===== src/hw/rtl/mf3_pkg.sv =====
// shared constants, types and register codes for the 3x3 median filter
`default_nettype none

package mf3_pkg;

    localparam int SAMPLE_BITS    = 16;
    localparam int MAX_WIDTH      = 1024;
    localparam int COL_BITS       = $clog2(MAX_WIDTH);
    localparam int WIDTH_BITS     = COL_BITS + 1;
    localparam int HEIGHT_BITS    = 12;
    localparam int ROW_BITS       = HEIGHT_BITS + 1;
    localparam int CFG_INDEX_BITS = 2;
    localparam int CFG_DATA_BITS  = HEIGHT_BITS;
    localparam int WIN_SIZE       = 9;
    localparam int FIFO_DEPTH     = 8;
    localparam int FIFO_PTR_BITS  = $clog2(FIFO_DEPTH);
    localparam int FIFO_CNT_BITS  = FIFO_PTR_BITS + 1;
    localparam int RESET_WIDTH    = 64;
    localparam int RESET_HEIGHT   = 64;

    typedef logic signed [SAMPLE_BITS-1:0] sample_t;
    typedef sample_t [WIN_SIZE-1:0] window_t;

    typedef enum logic [CFG_INDEX_BITS-1:0] {
        REG_IMAGE_WIDTH  = 2'd0,
        REG_IMAGE_HEIGHT = 2'd1
    } cfg_reg_t;

    // per-word control that travels beside the window
    typedef struct packed {
        logic has_result;
        logic frame_end;
        logic top_out;
        logic bot_out;
        logic left_out;
        logic right_out;
    } ctrl_t;

endpackage

`default_nettype wire


===== src/hw/rtl/mf3_ifs.sv =====
// stream and configuration channel interfaces of the median filter
`default_nettype none


interface mf3_med_if;
    logic             valid;
    logic             ready;
    mf3_pkg::sample_t median;
    logic             frame_end;
    modport source (output valid, output median, output frame_end, input ready);
    modport sink (input valid, input median, input frame_end, output ready);
endinterface


`default_nettype wire


===== src/hw/rtl/mf3_fifo.sv =====
// small result fifo in flops that drives the output channel
`default_nettype none

module mf3_fifo (
    input  wire logic             clk,
    input  wire logic             rst_n,
    input  wire logic             push,
    input  wire mf3_pkg::sample_t push_median,
    input  wire logic             push_frame_end,
    mf3_med_if.source             med_out
);

    typedef struct packed {
        mf3_pkg::sample_t median;
        logic             frame_end;
    } entry_t;

    entry_t                            mem_reg [mf3_pkg::FIFO_DEPTH];
    logic [mf3_pkg::FIFO_PTR_BITS-1:0] wr_ptr_reg;
    logic [mf3_pkg::FIFO_PTR_BITS-1:0] rd_ptr_reg;
    logic [mf3_pkg::FIFO_CNT_BITS-1:0] count_reg;
    logic                              pop;
    logic                              full;

    assign pop  = med_out.valid && med_out.ready;
    assign full = (count_reg == mf3_pkg::FIFO_CNT_BITS'(mf3_pkg::FIFO_DEPTH));

    always_ff @(posedge clk or negedge rst_n)
    begin
        if (!rst_n)
        begin
            wr_ptr_reg <= '0;
            rd_ptr_reg <= '0;
            count_reg  <= '0;
        end
        else
        begin
            if (push)
            begin
                wr_ptr_reg <= wr_ptr_reg + 1'b1;
            end
            if (pop)
            begin
                rd_ptr_reg <= rd_ptr_reg + 1'b1;
            end
            if (push && !pop)
            begin
                count_reg <= count_reg + 1'b1;
            end
            else if (pop && !push)
            begin
                count_reg <= count_reg - 1'b1;
            end
        end
    end

    always_ff @(posedge clk)
    begin
        if (push)
        begin
            mem_reg[wr_ptr_reg] <= '{median: push_median, frame_end: push_frame_end};
        end
    end

    assign med_out.valid     = (count_reg != '0);
    assign med_out.median    = mem_reg[rd_ptr_reg].median;
    assign med_out.frame_end = mem_reg[rd_ptr_reg].frame_end;

`ifndef ASSERT_OFF
    a_no_overflow: assert property (
        @(posedge clk) disable iff (!rst_n) !(push && full)
    ) else $error("result fifo overflow");
`endif

endmodule

`default_nettype wire


===== src/flat_wrapper.sv =====
// flat-port wrapper written by rule: the top's interface ports become plain ports
module mf3_fifo_flat 
  (clk, rst_n, push, push_median, push_frame_end, med_out_valid, med_out_median, med_out_frame_end, med_out_ready);
  mf3_med_if med_out_i ();
  input  wire logic clk;
  input  wire logic rst_n;
  input  wire logic push;
  input  wire mf3_pkg::sample_t push_median;
  input  wire logic push_frame_end;
  output wire logic [$bits(med_out_i.valid)-1:0] med_out_valid;
  output wire logic [$bits(med_out_i.median)-1:0] med_out_median;
  output wire logic [$bits(med_out_i.frame_end)-1:0] med_out_frame_end;
  input wire logic [$bits(med_out_i.ready)-1:0] med_out_ready;
  assign med_out_valid = med_out_i.valid;
  assign med_out_median = med_out_i.median;
  assign med_out_frame_end = med_out_i.frame_end;
  assign med_out_i.ready = med_out_ready;
  mf3_fifo u_core (.clk(clk), .rst_n(rst_n), .push(push), .push_median(push_median), .push_frame_end(push_frame_end), .med_out(med_out_i));
endmodule

===== config.mk =====
export PLATFORM = sky130hd
export DESIGN_NAME = mf3_fifo_flat
export DESIGN_NICKNAME = d
export VERILOG_FILES = /design/src/hw/rtl/mf3_pkg.sv /design/src/hw/rtl/mf3_ifs.sv /design/src/hw/rtl/mf3_fifo.sv /design/src/flat_wrapper.sv
export SDC_FILE = /design/constraint.sdc
export NUM_CORES = 1
export LEC_CHECK = 0
export ABC_AREA = 1
export ABC_CLOCK_PERIOD_IN_PS = 1700
export BUFFER_PORTS_ARGS = -buffer_cell sky130_fd_sc_hd__buf_2
export CAP_MARGIN = 20
export CORE_MARGIN = 4
export CORE_UTILIZATION = 54
export DETAILED_ROUTE_END_ITERATION = 12
export GPL_TIMING_DRIVEN = 0
export PLACE_DENSITY = 0.75
export REMOVE_ABC_BUFFERS = 1
export SLEW_MARGIN = 20
export SYNTH_ARGS = -nofsm -noshare
export SYNTH_HDL_FRONTEND = slang
export SYNTH_SLANG_ARGS = --single-unit

===== constraint.sdc =====
create_clock -name clk -period 1.7 [get_ports clk]
set_input_delay 0.17 -clock clk [delete_from_list [all_inputs] [get_ports clk]]
set_output_delay 0.17 -clock clk [all_outputs]
set_load 0.05 [all_outputs]

After elaboration in Yosys (flattened, before gate mapping)
Memory sizes are Yosys's and may differ from the RTL's.
Cells that the tools add are included.
{ "op_classes": {"add_sub_neg": 4, "mux": 4, "reduce_logical": 7} }
{ "op_table": {"columns": ["cell", "count"], "rows": [
  ["4-bit two-way mux", 2],
  ["3-bit by 1-bit adder with 3-bit output, second input constant", 2],
  ["4-bit by 1-bit adder with 4-bit output, second input constant", 1],
  ["4-bit nonzero test", 1],
  ["4-bit by 1-bit subtractor with 4-bit output, second input constant", 1],
  ["1-bit logical AND", 3],
  ["1-bit zero test", 2],
  ["1-bit two-way mux", 2],
  ["2-bit nonzero test", 1]
]} }
{ "totals": {"ff_bits": 10, "ramBits": 136, "inputBits": 21, "output_inout_bits": 18, "memories": 1} }
{ "mem_list": {"columns": ["name", "words", "word_bits", "rd", "rd_clocked_by_memory_dff", "wr", "line", "rtl"], "rows": [
  ["u_core.mem_reg", 8, 17, 1, 0, 1, "mf3_fifo.sv:18", "entry_t mem_reg [mf3_pkg::FIFO_DEPTH];"]
]} }

Depth between registers and ports, before layout
{ "depth": {"word_depth": 5, "depth_mapped": 12} }

Worst setup path after synthesis
OpenSTA, ideal clock, no wires.
{ "synth_timing": {"kind": "register to register", "startpoint": "register u_core.count_reg[0] (netlist name)", "endpoint": "register u_core.count_reg[3] (netlist name)", "setup_time_ns": 0.117, "t_arrival_ns": 2.139, "required_ns": 1.583, "path_slack_ns": -0.556, "stages_incl_launch_ff": 12, "path_buffers": 0, "synth_period_minus_slack_ns": 2.256, "path_cell_list": "dfrtp_1 nor2_1 nand2_1 nand2_1 ha_1 inv_1 ha_1 or2_2 nand2_1 nand2_1 nand3_1 nand2_1"} }
{ "synth_between": {"elab_chain_len": 5, "word_cells_on_any_way": 10, "cone_classes": "add/sub (2); mux (2); reduce/logical (6)"} }
{ "synth_rtl": {"columns": ["item", "line", "rtl"], "rows": [
  ["from (decl)", "mf3_fifo.sv:21", "logic [mf3_pkg::FIFO_CNT_BITS-1:0] count_reg;"],
  ["from (signal assigned)", "mf3_fifo.sv:48", "count_reg <= count_reg + 1'b1;"],
  ["from (signal assigned)", "mf3_fifo.sv:52", "count_reg <= count_reg - 1'b1;"],
  ["4-bit nonzero test *", "mf3_fifo.sv:65", "assign med_out.valid = (count_reg != '0);"],
  ["net med_out_valid", "flat_wrapper.sv:10", "output wire logic [$bits(med_out_i.valid)-1:0] med_out_valid;"],
  ["1-bit logical AND *", "mf3_fifo.sv:25", "assign pop = med_out.valid && med_out.ready;"],
  ["1-bit zero test", "mf3_fifo.sv:46", "if (push && !pop)"],
  ["1-bit logical AND", "mf3_fifo.sv:46", null],
  ["4-bit two-way mux / 2-bit nonzero test (equally long branches)", null, null]
]} }
Mark *: on every way through the listed nets, which the timed path passes. The rest lies on a longest branch. The select of a mux whose other input is x is not followed.
A chain may end at the register's enable or synchronous reset.

Final worst setup path
{ "layout_timing": {"startpoint": "register u_core.rd_ptr_reg[0] (netlist name)", "endpoint": "output med_out_median[0]"} }
{ "layout_between": {"elab_chain_len": 1} }
{ "layout_rtl": {"columns": ["item", "line", "rtl"], "rows": [
  ["from (decl)", "mf3_fifo.sv:20", "logic [mf3_pkg::FIFO_PTR_BITS-1:0] rd_ptr_reg;"],
  ["from (signal assigned)", "mf3_fifo.sv:44", "rd_ptr_reg <= rd_ptr_reg + 1'b1;"],
  ["memory 8 x 17 bit", null, null],
  ["to (decl)", "flat_wrapper.sv:11", "output wire logic [$bits(med_out_i.median)-1:0] med_out_median;"]
]} }
Every way passes these cells.

==> results.cfg <==
[drt]
totalWireLength_mm = 15.9
route.detailed.drc = 0
drt-wirelength-per-cell_um = 20.5
vias = 4360
drtPass1Iterations = 7
via_per_inst = 5.63
route.antenna.remaining_nets = 0
drtIter0Drc = 415

[placed_design]
place_hpwl_mm = 6.68
port_buffers = 38
gp_congestion = 0.717

[floorplan]
die_y_um = 113
top_level_ports = 39
rows = 38
die_w_um = 113
initial_utilization_pct = 55.3
coreArea_um2 = 10800
die_area_um2 = 12900

[logic_synthesis]
syn_avg_cell_area_um2 = 11.4
ys_ff_latch = 146
synth_cells = 528
yosysWarnings = 0
synth.distinct_cells = 20
synth_seq_area_share_pct = 72.2
syn_area_um2 = 6000

[sta]
fin_crit_sh_pct = 129
slew_violations = 0
whs_ns = 0.0395
worstMarginPinSlew_ns = 0.683
hold_viol = 0
finalClockSkew_ns = 0.00950
tns_ns = -7.69
setup_viol = 17
setup_ws_ns = -0.486
min_period_ns = 2.19
slew_headroom_pct = 54.4
rsz0062_at_grt = true
timing.fmax_mhz = 457

[worst_setup_path]
cp_max_fo = 7
crit_path_frequent_cell = nand2_1
critical_path_arrival_ns = 2.02
worstSetupPathType = flip-flop to output port
start_kind = flip-flop
cpPeakStageDelay_ns = 0.57
path_delay_family = flip-flops
path_cells = buf_16 > inv_8 > nand2_2 > nand2_1 > nand2_1 > o21ai_1 > nand2_1 > nand2_2 > buf_8
slowest_stage = dfrtp_4
required_ns = 1.53
end_kind = output port
path_buf_inv = 3

[cells_and_area]
largest_reg_flops = 136
layout-drive-gt1-share_pct = 25.7
fin_nets = 649
regArea_um2 = 4340
antennaDiodeCount = 0
n_fill_cell = 656
multiInputGateArea_um2 = 1690
finish.utilization_pct = 74.2
synthToLayoutAreaGrowth_pct = 34.1

[grt]
grt_max_degree = 36
grt_pass1_wl_mm = 23.7
grtUsageTotal_pct = 25.3
antenna_found_initial = 0
grt-ovfl-total = 0
first_global_vias = 4545

[outcome]
status = complete, but fails checks
violations = setup timing

[power]
pwr_density_cell_nw_per_um2 = 2060
power.leakage_nw = 3.17
ir_worst_vdd_mv = 1.26

[clocking]
htree_levels = 4
clk_pin_slew_worst_paths_ns = 0.06
clock_path_buffers = 2
clk_latency_ns = 0.53
cts.sinks = 146
numCtsBuffers = 17
root_buffer = clkbuf_8
cts_tree = built

[job]
maxCapViolCount = 0

[min_path]
worstHoldPathType = primary input to async pin
## through the flow
step	instance area, um2	total power [mW]	setup WS [ns]	instances
floorplan	5860	8.29	-1.09	504
global placement	6230	9.50	-2.19	682
detailed placement	6350	9.76	-0.771	687
CTS	7860	16.0	-0.443	769
global route	8050	17.3	-0.555	775
finish	8050	16.6	-0.486	775
## layer usage
layer	vias to the layer above	global-route usage, %	wire [um]
met4	0	13.8	478
met5	-	0	0
met1	2071	29.9	5850
li1	1992	-	-
met2	253	42.1	8110
met3	44	7.06	1460
## synthesized netlist by cell type, drive strengths merged
cell / n / area share, %
nand3: 3 / 0.25
clkbuf: 4 / 0.25
fa: 1 / 0.33
inv: 11 / 0.69
buf: 20 / 2.0
o21ai: 70 / 5.8
or2: 2 / 0.21
ha: 5 / 1.0
nor2: 46 / 2.9
nand2: 213 / 13
dfrtp: 10 / 4.2
a21oi: 2 / 0.17
edfxtp: 136 / 68
xor2: 3 / 0.44
xnor2: 2 / 0.29
## placed cells by master (no fill, tap or decap), types with 4 or more instances in the layout
master / count
nand2_1: 187
edfxtp_1: 136
o21ai_1: 55
nor2_1: 35
nand2_2: 23
dlygate4sd3_1: 20
buf_2: 20
clkbuf_16: 16
buf_4: 16
buf_6: 15
o21ai_0: 11
buf_8: 10
nor2_4: 9
inv_1: 7
bufinv_16: 6
dfrtp_1: 6
inv_16: 4
o21ai_2: 4
inv_6: 4
buf_12: 4
## final timing paths
check | end | slack (ns) | cells past startpoint | from
setup / recovery | med_out_median[0] | -0.49 | 9 | u_core.rd_ptr_reg[0]
hold / removal | u_core.wr_ptr_reg[2] | 0.04 | 2 | rst_n
setup reg to reg | u_core.mem_reg[1][15] | 0.02 | 2 | u_core.wr_ptr_reg[0]
hold reg to reg | u_core.wr_ptr_reg[0] | 0.53 | 2 | u_core.wr_ptr_reg[0]
max in group asynchronous | u_core.rd_ptr_reg[0] | 1.43 | 2 | rst_n
min in group clk | u_core.mem_reg[7][6] | 0.44 | 2 | push_median[5]
## timing repair
| item | CTS | global route |
|---|---|---|
| buffers inserted | 19 | 4 |
| setup endpoints to repair | 78 | 43 |
| hold endpoints to repair | 149 | 0 |
| pin swaps | 17 | 22 |
| hold buffers | 20 | 0 |
| resized for setup | 98 | 43 |
| gates cloned | 11 | 2 |
## final cells by class
type                    count  area share [%]
inverters                  11           0.933
multi-input cells         347            20.9
flip-flops and latches    146            54.0
well taps                 140            2.18
repair inverters            9            1.79
clock buffers              19            5.24
clock inverters            13            2.89
repair buffers             90            12.0
## kinds of logic (layout without fill, tap and decap cells)
logic type	count (synthesis)	after routing	synth area share, %
buffers and inverters	35	142	2.98
xor gates and xnor gates	5	5	0.730
and+or+nand+nor	264	264	16.7
adders and majority gates	6	6	1.38
AOI/OAI and AO/OA	72	72	6.01
DFF	146	146	72.2
## power breakdown
group          switching [mW]  internal (mW)
sequential              0.365           4.42
clock                    1.44           2.69
combinational            4.87           2.77
total                    6.68           9.87
Power figures use the tool's default switching activity.
