$ cat src/hw/rtl/mf3_pkg.sv
// shared constants, types and register codes for the 3x3 median filter
`default_nettype none

package mf3_pkg;

    localparam int SAMPLE_BITS    = 16;
    localparam int MAX_WIDTH      = 1024;
    localparam int COL_BITS       = $clog2(MAX_WIDTH);
    localparam int WIDTH_BITS     = COL_BITS + 1;
    localparam int HEIGHT_BITS    = 12;
    localparam int ROW_BITS       = HEIGHT_BITS + 1;
    localparam int CFG_INDEX_BITS = 2;
    localparam int CFG_DATA_BITS  = HEIGHT_BITS;
    localparam int WIN_SIZE       = 9;
    localparam int FIFO_DEPTH     = 8;
    localparam int FIFO_PTR_BITS  = $clog2(FIFO_DEPTH);
    localparam int FIFO_CNT_BITS  = FIFO_PTR_BITS + 1;
    localparam int RESET_WIDTH    = 64;
    localparam int RESET_HEIGHT   = 64;

    typedef logic signed [SAMPLE_BITS-1:0] sample_t;
    typedef sample_t [WIN_SIZE-1:0] window_t;

    typedef enum logic [CFG_INDEX_BITS-1:0] {
        REG_IMAGE_WIDTH  = 2'd0,
        REG_IMAGE_HEIGHT = 2'd1
    } cfg_reg_t;

    // per-word control that travels beside the window
    typedef struct packed {
        logic has_result;
        logic frame_end;
        logic top_out;
        logic bot_out;
        logic left_out;
        logic right_out;
    } ctrl_t;

endpackage

`default_nettype wire

$ cat src/hw/rtl/mf3_median.sv
// pipelined median-of-nine network: row sort, column reduce, final median of three
`default_nettype none

module mf3_median (
    input  wire logic                 clk,
    input  wire logic                 rst_n,
    input  wire logic                 win_valid,
    input  wire mf3_pkg::ctrl_t       win_ctrl,
    input  wire mf3_pkg::window_t     win_vals,
    output logic                      res_valid,
    output mf3_pkg::sample_t          res_median,
    output logic                      res_frame_end
);

    function automatic mf3_pkg::sample_t min2(mf3_pkg::sample_t a, mf3_pkg::sample_t b);
        return (a < b) ? a : b;
    endfunction

    function automatic mf3_pkg::sample_t max2(mf3_pkg::sample_t a, mf3_pkg::sample_t b);
        return (a < b) ? b : a;
    endfunction

    function automatic mf3_pkg::sample_t min3(mf3_pkg::sample_t a, mf3_pkg::sample_t b,
                                              mf3_pkg::sample_t c);
        return min2(min2(a, b), c);
    endfunction

    function automatic mf3_pkg::sample_t max3(mf3_pkg::sample_t a, mf3_pkg::sample_t b,
                                              mf3_pkg::sample_t c);
        return max2(max2(a, b), c);
    endfunction

    function automatic mf3_pkg::sample_t med3(mf3_pkg::sample_t a, mf3_pkg::sample_t b,
                                              mf3_pkg::sample_t c);
        return max2(min2(a, b), min2(max2(a, b), c));
    endfunction

    // stage c: each row sorted into low, mid, high
    logic             c_valid_reg;
    logic             c_end_reg;
    mf3_pkg::sample_t c_lo_reg [3];
    mf3_pkg::sample_t c_md_reg [3];
    mf3_pkg::sample_t c_hi_reg [3];

    // stage d: max of lows, median of mids, min of highs
    logic             d_valid_reg;
    logic             d_end_reg;
    mf3_pkg::sample_t d_lo_reg;
    mf3_pkg::sample_t d_md_reg;
    mf3_pkg::sample_t d_hi_reg;

    // stage e: result
    logic             e_valid_reg;
    logic             e_end_reg;
    mf3_pkg::sample_t e_med_reg;

    always_ff @(posedge clk or negedge rst_n)
    begin
        if (!rst_n)
        begin
            c_valid_reg <= 1'b0;
            d_valid_reg <= 1'b0;
            e_valid_reg <= 1'b0;
        end
        else
        begin
            c_valid_reg <= win_valid && win_ctrl.has_result;
            d_valid_reg <= c_valid_reg;
            e_valid_reg <= d_valid_reg;
        end
    end

    always_ff @(posedge clk)
    begin
        c_end_reg <= win_ctrl.frame_end;
        for (int k = 0; k < 3; k++)
        begin
            c_lo_reg[k] <= min3(win_vals[k * 3], win_vals[k * 3 + 1], win_vals[k * 3 + 2]);
            c_md_reg[k] <= med3(win_vals[k * 3], win_vals[k * 3 + 1], win_vals[k * 3 + 2]);
            c_hi_reg[k] <= max3(win_vals[k * 3], win_vals[k * 3 + 1], win_vals[k * 3 + 2]);
        end
        d_end_reg <= c_end_reg;
        d_lo_reg  <= max3(c_lo_reg[0], c_lo_reg[1], c_lo_reg[2]);
        d_md_reg  <= med3(c_md_reg[0], c_md_reg[1], c_md_reg[2]);
        d_hi_reg  <= min3(c_hi_reg[0], c_hi_reg[1], c_hi_reg[2]);
        e_end_reg <= d_end_reg;
        e_med_reg <= med3(d_lo_reg, d_md_reg, d_hi_reg);
    end

    assign res_valid     = e_valid_reg;
    assign res_median    = e_med_reg;
    assign res_frame_end = e_end_reg;

endmodule

`default_nettype wire

$ cat config.mk
export PLATFORM = sky130hd
export DESIGN_NAME = mf3_median
export DESIGN_NICKNAME = d
export VERILOG_FILES = /design/src/hw/rtl/mf3_pkg.sv /design/src/hw/rtl/mf3_median.sv
export SDC_FILE = /design/constraint.sdc
export NUM_CORES = 1
export LEC_CHECK = 0
export BUFFER_PORTS_ARGS = -buffer_cell sky130_fd_sc_hd__buf_2
export CAP_MARGIN = 20
export CORE_MARGIN = 2
export CORE_UTILIZATION = 55
export DETAILED_ROUTE_END_ITERATION = 10
export HOLD_SLACK_MARGIN = 0.08
export PLACE_DENSITY_LB_ADDON = 0.25
export SLEW_MARGIN = 5
export SYNTH_ARGS = -nofsm -noshare
export SYNTH_HDL_FRONTEND = slang
export SYNTH_SLANG_ARGS = --single-unit
$ cat constraint.sdc
create_clock -name clk -period 10.5 [get_ports clk]
set_clock_uncertainty 0.1 [all_clocks]
set_input_delay 0.525 -clock clk [delete_from_list [all_inputs] [get_ports clk]]
set_output_delay 0.525 -clock clk [all_outputs]
set_load 0.03 [all_outputs]
* Yosys cells after proc, flatten, opt, wreduce, memory -nomap -nowiden
Memory sizes are Yosys's and may differ from the RTL's. Cells that the tools add are included.
Cells by class: $lt $le $gt $ge 22, multiplexer cells 30, reductions and logical operators 1
Operator list (number):
- $mux W16 | 30
- $lt A16 B16 Y1 | 22
- $logic_and A1 B1 Y1 | 1
Storage, ports and cells: register bits after elaboration 70, memory bits (writable) 144, logic and storage cells 66, memories kept 3
Memories:
- c_hi_reg | depth 3, width 16, rd ports 3, clocked after memory_dff 0, write ports 3, RTL line mf3_median.sv:43 | mf3_pkg::sample_t c_hi_reg [3];
- c_lo_reg | depth 3, width 16, rd ports 3, clocked after memory_dff 0, write ports 3, RTL line mf3_median.sv:41 | mf3_pkg::sample_t c_lo_reg [3];
- c_md_reg | depth 3, width 16, rd ports 3, clocked after memory_dff 0, write ports 3, RTL line mf3_median.sv:42 | mf3_pkg::sample_t c_md_reg [3];

* Logic depth before layout (Yosys ltp)
word-level depth 6, mapped depth 35, gate-level depth less buffers 31

* Worst setup path before layout
Ideal clock, no wire load.
path type flip-flop to flip-flop, from register d_md_reg[2], to register e_med_reg[14], in the netlist res_median[14], library setup time 0.072 ns, data arrival time 6.686 ns, data required time 10.328 ns, setup slack 3.642 ns, cell stages (with the launch flop) 32, clock period less this slack 6.858 ns, cell sequence dfxtp_1 -> inv_1 -> ha_1 -> a211oi_1 -> o21ai_0 -> a41o_1 -> a21oi_1 -> o21a_1 -> buf_2 -> buf_1 -> mux2_2 -> ha_1 -> a21o_1 -> a21o_1 -> a21oi_1 -> o2111a_1 -> o21ai_0 -> a31oi_1 -> buf_2 -> buf_2 -> mux2i_1 -> ha_1 -> a21oi_1 -> nor2b_1 -> o21ai_0 -> nand2_1 -> a2111oi_0 -> o211ai_1 -> o31ai_1 -> mux2i_2 -> clkbuf_1 -> mux2i_1
On the way: cells in the longest elaborated chain, start to end 6
Ends and longest elaborated chain:
- from (decl) | RTL line mf3_median.sv:49 | mf3_pkg::sample_t d_md_reg;
- from (signal assigned) | RTL line mf3_median.sv:84 | d_md_reg <= med3(c_md_reg[0], c_md_reg[1], c_md_reg[2]);
- $lt A16 B16 Y1 | RTL line mf3_median.sv:16, mf3_median.sv:20
- $mux W16 | RTL line mf3_median.sv:20 | return (a < b) ? b : a;
- $lt A16 B16 Y1 | RTL line mf3_median.sv:16 | return (a < b) ? a : b;
- $mux W16 | RTL line mf3_median.sv:16
- $lt A16 B16 Y1 | RTL line mf3_median.sv:20
- $mux W16 * | RTL line mf3_median.sv:20
- to (signal assigned) | RTL line mf3_median.sv:87 | e_med_reg <= med3(d_lo_reg, d_md_reg, d_hi_reg);
- to (decl) | RTL line mf3_median.sv:55 | mf3_pkg::sample_t e_med_reg;
Every way passes the cells marked *; elsewhere a longest branch is shown, timed or not.

==> flow_metrics.py <==
metrics = {
    "status": {
        "outcome": "finished, final reports clean",
    },
    "floorplanning": {
        "ios": 171,
        "design.die.area_sq_mm": 0.03469,
        "row_count": 66,
        "die_h_um": 186.2,
        "core-area_sq_mm": 0.03262,
        "die_x_um": 186.2,
        "initial_utilization_pct": 56.00,
    },
    "route": {
        "antenna_left": 0,
        "vias": 15570,
        "drt-met1-wl_um": 23240,
        "drc": 0,
        "wl_met3_um": 2591,
        "drtPass1Iterations": 6,
        "highest_layer": "met4",
        "wl_per_cell_um": 17.95,
        "routed_wl_um": 49320,
        "vias_per_cell": 5.667,
        "wl_met2_um": 22040,
        "drt_iter0_markers": 996,
    },
    "logic_synthesis": {
        "synth_area_sq_mm": 0.01827,
        "synth_cell_types": 78,
        "syn-num-nets": 2635,
        "ys_async_sr_fraction_pct": 1.402,
        "ys_ff_latch": 214,
        "syn_area_per_cell_sq_um": 8.488,
        "syn_inst": 2152,
        "synth_edf_count": 0,
        "ys_seq_area_share_pct": 23.54,
        "synth_flop_cell": "dfxtp_1",
        "yosys_warnings": 0,
    },
    "clocking": {
        "cts_resized": 0,
        "post-cts-setup-buffers": 0,
        "numCtsBuffers": 21,
        "clk_latency_ps": 510,
        "root_buffer": "clkbuf_16",
        "clockBufferDepth": 3,
        "cts.htree.levels": 1,
        "cts_hold_buffers": 2,
        "clock_sinks": 214,
        "cts_tree": "done",
        "clk_pin_slew_ps": 60,
    },
    "worst_setup_path": {
        "worstPathArrival_ps": 8810,
        "cp-end-kind": "flip-flop",
        "crit_path_start_kind": "flip-flop",
        "cpMostUsedCell": "o21ai_0",
        "slowest_stage": "o31a_1",
        "slowest_delay_ps": 770,
        "crit_type": "flip-flop to flip-flop",
        "cp_num_buf_inv": 3,
        "crit_fanout": 36,
        "critical_path.top_delay_family": "simple AND/OR/NAND/NOR gates",
        "crit_required_ps": 10800,
    },
    "finish": {
        "antenna_cells": 0,
        "area_growth_pct": 10.62,
        "nets": 2775,
        "seq_area_sq_mm": 0.004299,
        "drive_above_1_share_pct": 17.43,
        "fillers": 2869,
        "multi_input_area_sq_mm": 0.01263,
        "fin_util_pct": 61.94,
        "fin_area_sq_mm": 0.02021,
    },
    "placement": {
        "gp_congestion": 0.9878,
        "dp_hpwl_um": 41780,
        "port_buffers": 166,
        "dpl-instance-area_sq_mm": 0.01949,
    },
    "sta": {
        "setup-tns-final_ps": 0,
        "rsz0062_at_grt": "no",
        "maxSlewHeadroom_pct": 28.25,
        "report.final.hold_viol_count": 0,
        "fmax_mhz": 117.5,
        "finalSetupViolCount": 0,
        "drv_slew": 0,
        "worst_pin_slew_ps": 1073,
        "finalCriticalPeriod_ps": 8509,
        "min_period_over_period_pct": 81.04,
    },
    "min_path": {
        "hold_class": "input port to flip-flop",
    },
    "global_route": {
        "grt_pass1_vias": 14880,
        "grt_antenna_before_repair": 1,
        "grt_first_pass_wirelength_um": 77000,
        "grt_usage_pct": 28.41,
        "grt_max_degree": 61,
        "grt-ovfl-total": 0,
    },
    "run": {
        "maxCapViolCount": 0,
    },
}
[per-layer routing]
metal  GRT usage [%]  up-vias
li1                -     7848
met1           39.26     7231
met2           47.03      425
met3           2.531       70
met4           8.756        0
met5               0        -
[worst paths after layout]
kind / startpoint / end / slack [ps] / cells after the start
max: c_md_reg[0][31]$_DFF_P_ / d_md_reg[0]$_DFF_P_ / 1990 / 28
min: win_ctrl[5] / c_valid_reg$_DFF_PN0_ / 130 / 2
max reg2reg: c_md_reg[0][31]$_DFF_P_ / d_md_reg[0]$_DFF_P_ / 1990 / 28
min reg2reg: d_end_reg$_DFF_P_ / res_frame_end$_DFF_P_ / 230 / 0
max in group asynchronous: rst_n / res_valid$_DFF_PN0_ / 9960 / 2
min in group asynchronous: rst_n / c_valid_reg$_DFF_PN0_ / 240 / 2
[Yosys cell counts (3+ instances only)]
library cell  number  share of area, %
nand2_1          182               3.7
a211oi_1           7              0.29
ha_1             330                23
o21ai_1            6              0.16
nor2b_1           31               1.1
o21ai_0          178               4.9
and4_1             5              0.24
or2_2              7              0.24
o2bb2ai_1          4              0.19
buf_2             24              0.66
nor3_1            11              0.30
a221o_1            3              0.16
nand4_1           49               1.7
nand3_1           14              0.38
a211o_1            5              0.24
or3_1              4              0.14
clkbuf_1          30              0.62
mux2i_1          134               7.3
o21a_1            11              0.45
and2_1             7              0.24
buf_4              6              0.25
o221ai_1           4              0.19
a21oi_1          141               3.9
nand2b_1          28              0.96
nor2_1           100               2.1
a31oi_1            6              0.21
a221oi_1           3              0.14
o31ai_1            4              0.16
dfxtp_1          211                23
nor4_1             5              0.17
a21o_1            72               3.0
a2111oi_0          4              0.19
o211ai_1           8              0.33
a41o_1             3              0.16
nand3b_1           3              0.12
and3_1             5              0.17
inv_1            291               6.0
o22ai_1            4              0.14
mux2_2           157               9.7
dfrtp_1            3              0.41
[layout by cell type, fill, tap and decap left out, types with 4 or more instances in the layout]
| cell type | Yosys | layout |
|---|---|---|
| mux2i_1 | 134 | 134 |
| a211oi_1 | 7 | 7 |
| a21oi_1 | 141 | 141 |
| clkbuf_8 | 0 | 5 |
| nand4_1 | 49 | 49 |
| o21ai_0 | 178 | 178 |
| nor3_1 | 11 | 11 |
| o21ai_1 | 6 | 4 |
| a2111oi_0 | 4 | 4 |
| a211o_1 | 5 | 5 |
| nor4_1 | 5 | 5 |
| nor2b_1 | 31 | 31 |
| clkbuf_1 | 30 | 4 |
| o31ai_1 | 4 | 4 |
| o21a_1 | 11 | 11 |
| a21o_1 | 72 | 72 |
| a31oi_1 | 6 | 5 |
| clkbuf_16 | 0 | 21 |
| nand2_1 | 182 | 182 |
| o211ai_1 | 8 | 8 |
| and2_1 | 7 | 7 |
| and4_1 | 5 | 5 |
| mux2_2 | 157 | 157 |
| or2_2 | 7 | 7 |
| buf_4 | 6 | 12 |
| inv_1 | 291 | 291 |
| ha_1 | 330 | 330 |
| nand3_1 | 14 | 14 |
| nor2_1 | 100 | 99 |
| o2bb2ai_1 | 4 | 4 |
| or3_1 | 4 | 4 |
| buf_2 | 24 | 166 |
| o221ai_1 | 4 | 4 |
| and3_1 | 5 | 5 |
| dfxtp_1 | 211 | 211 |
| nand2b_1 | 28 | 28 |
[per-stage QoR]
stage | hold slack, ps | setup WS [ps] | std cells
after global routing | 120.4 | 1320 | 2748
after CTS | 113.0 | 2153 | 2747
after global placement | 209.9 | 2056 | 2708
final | 126.6 | 1991 | 2748
after floorplan | 129.4 | 3642 | 2152
after detailed placement | 215.7 | 1814 | 2708
[cells by family (layout without fill, tap and decap cells)]
logic type      Yosys count  after routing  synth area share, %
simple gates            465            465                12.17
mux                     296            296                17.47
xor+xnor                  2              2              0.09591
buf+inv                 355            509                7.651
compound gates          490            490                16.47
flops                   214            214                23.54
fa+ha+maj               330            330                22.60
[cell type report]
cell class	instances	area share, %
well taps	442	2.737
multi-input cells	1583	62.49
repair buffers	181	4.731
clock inverters	7	0.3468
clock buffers	30	3.016
inverters	291	5.406
flip-flops and latches	214	21.28
Power is left out: the tool's default activity adds up to more than one toggle a clock period on the data nets, which glitch-free logic cannot reach.
